--- src/hw/rtl/line_edit_buffer_unit_defines.svh ---
// Assertion macros for the line edit buffer unit.
// Used by the top level only; no other dependencies.
`ifndef LINE_EDIT_BUFFER_UNIT_DEFINES_SVH
`define LINE_EDIT_BUFFER_UNIT_DEFINES_SVH
`ifndef SYNTH
`define LEB_ASSERT_IMP(lbl, clk, rst_n, a, c) \
  lbl: assert property (@(posedge clk) disable iff (!rst_n) (a) |-> (c)) \
    else $error("assertion failed");
`define LEB_ASSERT_NXT(lbl, clk, rst_n, a, c) \
  lbl: assert property (@(posedge clk) disable iff (!rst_n) (a) |=> (c)) \
    else $error("assertion failed");
`else
`define LEB_ASSERT_IMP(lbl, clk, rst_n, a, c)
`define LEB_ASSERT_NXT(lbl, clk, rst_n, a, c)
`endif
`endif

--- src/hw/rtl/leb_pkg.sv ---
// Shared types, constants and codes for the line edit buffer.
// No dependencies.
package leb_pkg;
  localparam int MaxLen = 256;
  localparam int AW = $clog2(MaxLen);
  localparam int PW = $clog2(MaxLen + 1);
  localparam int CW = 21;

  typedef enum logic [3:0] {
    OP_INSERT = 4'd0, OP_HOME = 4'd1, OP_END = 4'd2, OP_NEXT = 4'd3, OP_PREV = 4'd4,
    OP_PWORD = 4'd5, OP_NWORD = 4'd6, OP_ERASE_ALL = 4'd7, OP_ERASE_NEXT = 4'd8,
    OP_ERASE_PREV = 4'd9, OP_ERASE_NWORD = 4'd10, OP_ERASE_PWORD = 4'd11,
    OP_ERASE_AFTER = 4'd12, OP_ERASE_BEFORE = 4'd13, OP_READ = 4'd14, OP_NOP = 4'd15
  } op_t;

  typedef enum logic [3:0] {
    ST_IDLE, ST_SCAN_RD, ST_SCAN_CHK, ST_DECIDE, ST_INS_RD, ST_INS_WR, ST_INS_LAST,
    ST_CUT_RD, ST_CUT_WR, ST_READ_RD, ST_READ_WAIT, ST_DONE
  } state_t;

  typedef enum logic [3:0] {
    CMD_NONE, CMD_LOAD, CMD_SCAN_START, CMD_SCAN_RD, CMD_SCAN_STEP, CMD_INS_START,
    CMD_INS_RD, CMD_INS_WR, CMD_INS_LAST, CMD_CUT_START, CMD_CUT_RD, CMD_CUT_WR,
    CMD_READ_RD, CMD_FINISH
  } cmd_t;

  typedef struct packed {
    logic is_prev;
    logic phase2;
    logic full;
    logic scan_end;
    logic scan_ws;
    logic ins_end;
    logic cut_end;
    op_t  op;
  } status_t;

  function automatic logic is_ws(input logic [CW-1:0] c);
    return (c >= CW'(9) && c <= CW'(13)) || c == CW'(32);
  endfunction
endpackage

--- src/hw/rtl/leb_ctrl.sv ---
// Controller state machine for the line edit buffer.
// Depends on leb_pkg.
module leb_ctrl (
  input  logic              clk,
  input  logic              rst_n,
  input  logic              in_valid,
  output logic              in_stall,
  input  logic              res_full,
  input  leb_pkg::status_t  st,
  output leb_pkg::cmd_t     cmd
);
  leb_pkg::state_t state_r, state_nxt;

  always_ff @(posedge clk) begin
    if (!rst_n) begin
      state_r <= leb_pkg::ST_IDLE;
    end else begin
      state_r <= state_nxt;
    end
  end

  always_comb begin
    state_nxt = state_r;
    cmd = leb_pkg::CMD_NONE;
    in_stall = 1'b1;
    case (state_r)
      leb_pkg::ST_IDLE: begin
        in_stall = res_full;
        if (in_valid && !res_full) begin
          cmd = leb_pkg::CMD_LOAD;
          state_nxt = leb_pkg::ST_DECIDE;
        end
      end
      leb_pkg::ST_DECIDE: begin
        case (st.op)
          leb_pkg::OP_INSERT: begin
            if (st.full) begin
              cmd = leb_pkg::CMD_FINISH;
              state_nxt = leb_pkg::ST_IDLE;
            end else begin
              cmd = leb_pkg::CMD_INS_START;
              state_nxt = leb_pkg::ST_INS_RD;
            end
          end
          leb_pkg::OP_PWORD, leb_pkg::OP_NWORD, leb_pkg::OP_ERASE_NWORD,
          leb_pkg::OP_ERASE_PWORD: begin
            cmd = leb_pkg::CMD_SCAN_START;
            state_nxt = leb_pkg::ST_SCAN_RD;
          end
          leb_pkg::OP_ERASE_NEXT, leb_pkg::OP_ERASE_PREV, leb_pkg::OP_ERASE_BEFORE: begin
            cmd = leb_pkg::CMD_CUT_START;
            state_nxt = leb_pkg::ST_CUT_RD;
          end
          leb_pkg::OP_READ: begin
            cmd = leb_pkg::CMD_READ_RD;
            state_nxt = leb_pkg::ST_READ_WAIT;
          end
          default: begin
            cmd = leb_pkg::CMD_FINISH;
            state_nxt = leb_pkg::ST_IDLE;
          end
        endcase
      end
      leb_pkg::ST_SCAN_RD: begin
        if (st.scan_end) begin
          if (st.op == leb_pkg::OP_ERASE_NWORD || st.op == leb_pkg::OP_ERASE_PWORD) begin
            cmd = leb_pkg::CMD_CUT_START;
            state_nxt = leb_pkg::ST_CUT_RD;
          end else begin
            cmd = leb_pkg::CMD_FINISH;
            state_nxt = leb_pkg::ST_IDLE;
          end
        end else begin
          cmd = leb_pkg::CMD_SCAN_RD;
          state_nxt = leb_pkg::ST_SCAN_CHK;
        end
      end
      leb_pkg::ST_SCAN_CHK: begin
        state_nxt = leb_pkg::ST_SCAN_RD;
        cmd = leb_pkg::CMD_SCAN_STEP;
      end
      leb_pkg::ST_INS_RD: begin
        if (st.ins_end) begin
          cmd = leb_pkg::CMD_INS_LAST;
          state_nxt = leb_pkg::ST_INS_LAST;
        end else begin
          cmd = leb_pkg::CMD_INS_RD;
          state_nxt = leb_pkg::ST_INS_WR;
        end
      end
      leb_pkg::ST_INS_WR: begin
        cmd = leb_pkg::CMD_INS_WR;
        state_nxt = leb_pkg::ST_INS_RD;
      end
      leb_pkg::ST_INS_LAST: begin
        cmd = leb_pkg::CMD_FINISH;
        state_nxt = leb_pkg::ST_IDLE;
      end
      leb_pkg::ST_CUT_RD: begin
        if (st.cut_end) begin
          cmd = leb_pkg::CMD_FINISH;
          state_nxt = leb_pkg::ST_IDLE;
        end else begin
          cmd = leb_pkg::CMD_CUT_RD;
          state_nxt = leb_pkg::ST_CUT_WR;
        end
      end
      leb_pkg::ST_CUT_WR: begin
        cmd = leb_pkg::CMD_CUT_WR;
        state_nxt = leb_pkg::ST_CUT_RD;
      end
      leb_pkg::ST_READ_WAIT: begin
        cmd = leb_pkg::CMD_FINISH;
        state_nxt = leb_pkg::ST_IDLE;
      end
      default: begin
        state_nxt = leb_pkg::ST_IDLE;
      end
    endcase
  end
endmodule

--- config.mk ---
export PLATFORM = sky130hd
export DESIGN_NAME = leb_ctrl
export DESIGN_NICKNAME = d
export VERILOG_FILES = /design/src/hw/rtl/line_edit_buffer_unit_defines.svh /design/src/hw/rtl/leb_pkg.sv /design/src/hw/rtl/leb_ctrl.sv
export SDC_FILE = /design/constraint.sdc
export NUM_CORES = 1
export LEC_CHECK = 0
export BUFFER_PORTS_ARGS = -buffer_cell sky130_fd_sc_hd__buf_2
export CAP_MARGIN = 20
export CORE_MARGIN = 5
export CORE_UTILIZATION = 47
export CTS_BUF_LIST = sky130_fd_sc_hd__clkbuf_4
export DETAILED_ROUTE_END_ITERATION = 10
export HOLD_SLACK_MARGIN = 0.1
export PLACE_DENSITY_LB_ADDON = 0.15
export RECOVER_POWER = 100
export SLEW_MARGIN = 10
export SYNTH_ARGS = -nofsm -noshare
export SYNTH_HDL_FRONTEND = slang
export SYNTH_SLANG_ARGS = --single-unit
--- constraint.sdc ---
create_clock -name clk -period 1.3 [get_ports clk]
set_clock_uncertainty 0.15 [all_clocks]
set_input_delay 0 -clock clk [delete_from_list [all_inputs] [get_ports clk]]
set_output_delay 0 -clock clk [all_outputs]
set_load 0.005 [all_outputs]
==> flow_results.org <==
** Status
- The flow ran to the end, but the final reports show violations.
- The checks that failed: negative setup slack.

** Die
- Area of the core :: between 1000 and 1500 µm²
- DIE WIDTH :: about 47 µm
- Initial cell density of the core :: between 40% and 50%
- In this run the vertical extent of the chip is roughly 47 µm.
- Top Ports :: 20
- The die covers about 2200 µm².
- Row cnt :: 13

** Power and ir drop
- Switching share of total power :: 37.17%
- Peak VDD IR :: 0.0004389 V
- Power per Cell Area :: 705.5 nW/µm²
- Cell internal power was estimated by the tool at roughly 0.46 mW.
- The analysis attributes to cell leakage a power of between 0.4 and 0.5 nW.
- For this design the total switching power over the nets is 0.2737 mW.
- Clock network fraction of total power :: just over 20%
- Combinational logic burns between 50% and 60% of the power.
- Total power for the finished layout comes to around 0.74 mW.
- Registers are responsible for a little under a quarter of the overall power.

** Clocking
- The clock drives 4 sinks.
- Post-CTS clock slew at the launch and capture registers of the worst setup and hold paths :: about 40 ps
- TritonCTS built the clock tree.
- Depth of the CTS H-tree :: 1
- Cell chosen for the clock root :: sky130_fd_sc_hd__clkbuf_4
- Number of buffers created by CTS :: 3
- Counting along the longest clock path gives a buffer depth of 2.
- The later pin in the worst-skew pair is clocked with a latency of roughly 230 ps.

** Critical path
- The worst setup path is launched from a register.
- The worst register-to-register path begins at state_r[2].
- On the worst path, the slowest cell contributes a delay of between 300 and 400 ps.
- The worst register-to-register path has a setup slack of -160 ps.
- Critical-path top delay cell :: sky130_fd_sc_hd__dfxtp_4
- For the worst setup path, the data required time is between 1000 and 1500 ps.
- Worst setup path startpoint :: state_r[3]
- Worst r2r path cells :: 6
- Cell-by-cell trace of the critical path :: buf_6 -> nor3b_2 -> a21oi_1 -> o32a_1 -> o21ai_1 -> buf_2
- The setup path with the least slack is of type register to primary output.
- STA classifies the critical path endpoint as a primary output.
- In this run the worst path has a maximum fanout of 7.
- In this run the critical register-to-register path is captured at state_r[2].
- Worst path arrival time :: around 1500 ps

** Drt
- The first TritonRoute pass finished after 4 iterations.
- Detailed router's first-iteration violation count :: ~50
- Detail Route Antenna Nets :: 0
- Post-detailed-route DRC marker count :: 0
- Overall via count from detail_route :: just over 900
- Routed Wire Length :: 2281 µm
- Dividing the detail-routed via count by the number of cells gives around 6.2.
- In the final routed layout, each cell accounts on average for between 15 and 20 µm.

** Global route
- Busiest metal layer after global routing :: met2
- The number of antenna violations at the first check in global routing came to 0.
- Global-route met1 utilization :: between 20 and 30%
- The number of global-route vias before repair was a little over 800.
- Pin count of the biggest net entering global routing :: 16
- The first global-routing pass estimated 3594 µm of wire.
- In the global route stage, met3 resource usage came out at 3.448%.
- Sum of overflow across all layers after global routing :: 0
- For this run, the total global-route usage over all layers was measured as 22.14%.
- Global-route track usage on met2 :: 39.84%

** Place
- Weighted congestion reported at the end of routability-driven placement :: 0.8560
- Number of cells after detailed placement :: roughly 130
- Summing all placed instances gives a cell area of 820.8 µm².
- Final HPWL from detailed placement :: ~1500 µm
- Quantity of I/O buffers inserted on ports :: 16

** Layout
- After routing the design area is around 1000 µm².
- 0 antenna diodes ended up in the layout.
- Count of placed standard cells in the final layout, fillers left out :: 150
- The net count of the finished layout is between 150 and 200.
- The largest registers in the layout are state_r x4.
- Fraction of final layout cells with drive strength greater than 1 :: between 40% and 50%
- Synth-to-Final Area Change :: 64.17%
- state_r holds more flip-flops than any other register.
- Number of flip-flops under the largest register name :: 4

** Timing
- Final cycle utilization of the critical path :: 124.3%
- For the final routed database, the setup TNS stands at -1617 ps.
- Achievable Freq :: roughly 620 MHz
- Worst Slack Setup Final :: -316.2 ps
- Max-Slew Margin vs Limit :: roughly 76%
- Hold violation total from the final report :: 0
- Unrepaired setup endpoints after global routing :: yes
- Final Setup Violations :: 8
- Final min period :: ~1600 ps
- Transition time of the tightest slew-check pin :: 354.7 ps
- The final max-slew violation count is 0.
- Across all hold checks on the routed design, the worst slack comes to 97.25 ps.

** Yosys
- Area leader, netlist :: sky130_fd_sc_hd__dfxtp_1
- Count of synthesis-stage warnings from yosys :: 0
- For this run, asynchronously set or reset flops after synthesis account for 0%.
- Portion of the post-synthesis area used by sequential elements :: between 10% and 20%
- Top cells by area, synth :: sky130_fd_sc_hd__dfxtp_1 (13%), sky130_fd_sc_hd__nand2b_1 (6.9%), sky130_fd_sc_hd__o21ai_0 (6.3%)
- Yosys mapped a number of flops with a built-in enable equal to 0.
- Nets in the synthesized netlist :: 109
- Post-Synthesis Mean Instance Area :: 6.762 µm²
- In this run the biggest area consumer among cell types represents ~13% of the synthesized area.
- Number of distinct library cells after synthesis :: 35
- The mapped netlist covers roughly 640 µm².
- Sorting the synthesized cells by how often they occur yields sky130_fd_sc_hd__nor2_1 (8), sky130_fd_sc_hd__o21ai_0 (8).
- Synthesis produced 94 cells.
- Register bit total from synthesis :: 4
- Ys flop type :: sky130_fd_sc_hd__dfxtp_1

** Hold path
- Counting instances, the worst hold path has a depth of 4.
- Sink of the worst hold path :: state_r[3]
- The path class of the tightest hold or removal check is input pin to register.
- The worst hold path begins at st[1].

** Job
- Max-cap violations in this run came to 0.
## per-stage QoR
step                      worst slack [ps]  utilization, %
after floorplan                     -7.127               -
after global placement              -171.3           63.88
after detailed placement            -179.5           63.88
after CTS                           -249.3           77.12
after global routing                -368.0           81.21
final                               -316.2           81.21
## cells by family (layout without fill, tap and decap cells)
family,Yosys count,in the layout,share of synthesized area (%)
and+or+nand+nor,41,41,36.02
AOI/OAI and AO/OA,34,34,37.40
buffers and inverters,12,53,9.644
DFF,4,4,12.60
xor gates and xnor gates,2,2,2.756
muxes,1,1,1.575
## metal layers
layer | vias up | routed length (µm)
met5 | - | 0
met4 | 0 | 32
met3 | 6 | 223
met2 | 54 | 1146
met1 | 432 | 878
li1 | 441 | -
## timing repair
item / 4_1_cts / 5_1_grt
gates resized for setup: 23 / 9
setup endpoints to repair: 9 / 9
gates cloned: 1 / 0
hold buffers: 5 / 0
endpoints found under the hold margin: 4 / 0
setup buffers: 4 / 4
pin swaps: 7 / 6
## cells in the final DEF, fill, tap and decap left out, drive strengths merged, types with 3 or more instances in the layout
cell	instances
nand3	7
o211ai	4
nor3b	3
nand2	6
dfxtp	4
dlygate4sd3	5
nor2	8
inv	3
a21oi	7
nand2b	7
buf	42
clkbuf	3
o21ai	8
## power groups by stage
stage / Clock (mW) / Sequential (mW) / Combinational (mW)
finish: 0.151 / 0.174 / 0.411
global route: 0.166 / 0.176 / 0.446
CTS: 0.157 / 0.170 / 0.376
detailed placement: 0 / 0.167 / 0.326
global placement: 0 / 0.168 / 0.324
floorplan: 0 / 0.149 / 0.210
## final cells by class
cell class,instances,area [µm²]
fill,90,241.5
multi-input combinational,78,555.5
clock buffer,3,22.52
sequential,4,95.09
timing repair buffer,47,340.3
inverter,3,11.26
tap,15,18.77
## worst max path at each step
stage	end	slack, ps	cells past startpoint
2_1_floorplan	state_r[3]	-7	3
4_1_cts	cmd[0]	-250	4
5_1_grt	cmd[1]	-370	6
3_3_place_gp	state_r[2]	-170	4
6_report	cmd[1]	-320	6
3_5_place_dp	cmd[3]	-180	5
## critical path: cells and delay by family, from the launching register on
| family | cells | cell delay [ps] |
|---|---|---|
| compound gates | 3 | 440 |
| buf+inv | 2 | 240 |
| flops | 1 | 360 |
| simple gates | 1 | 190 |
Note: power is estimated with default switching activity, not from simulation.
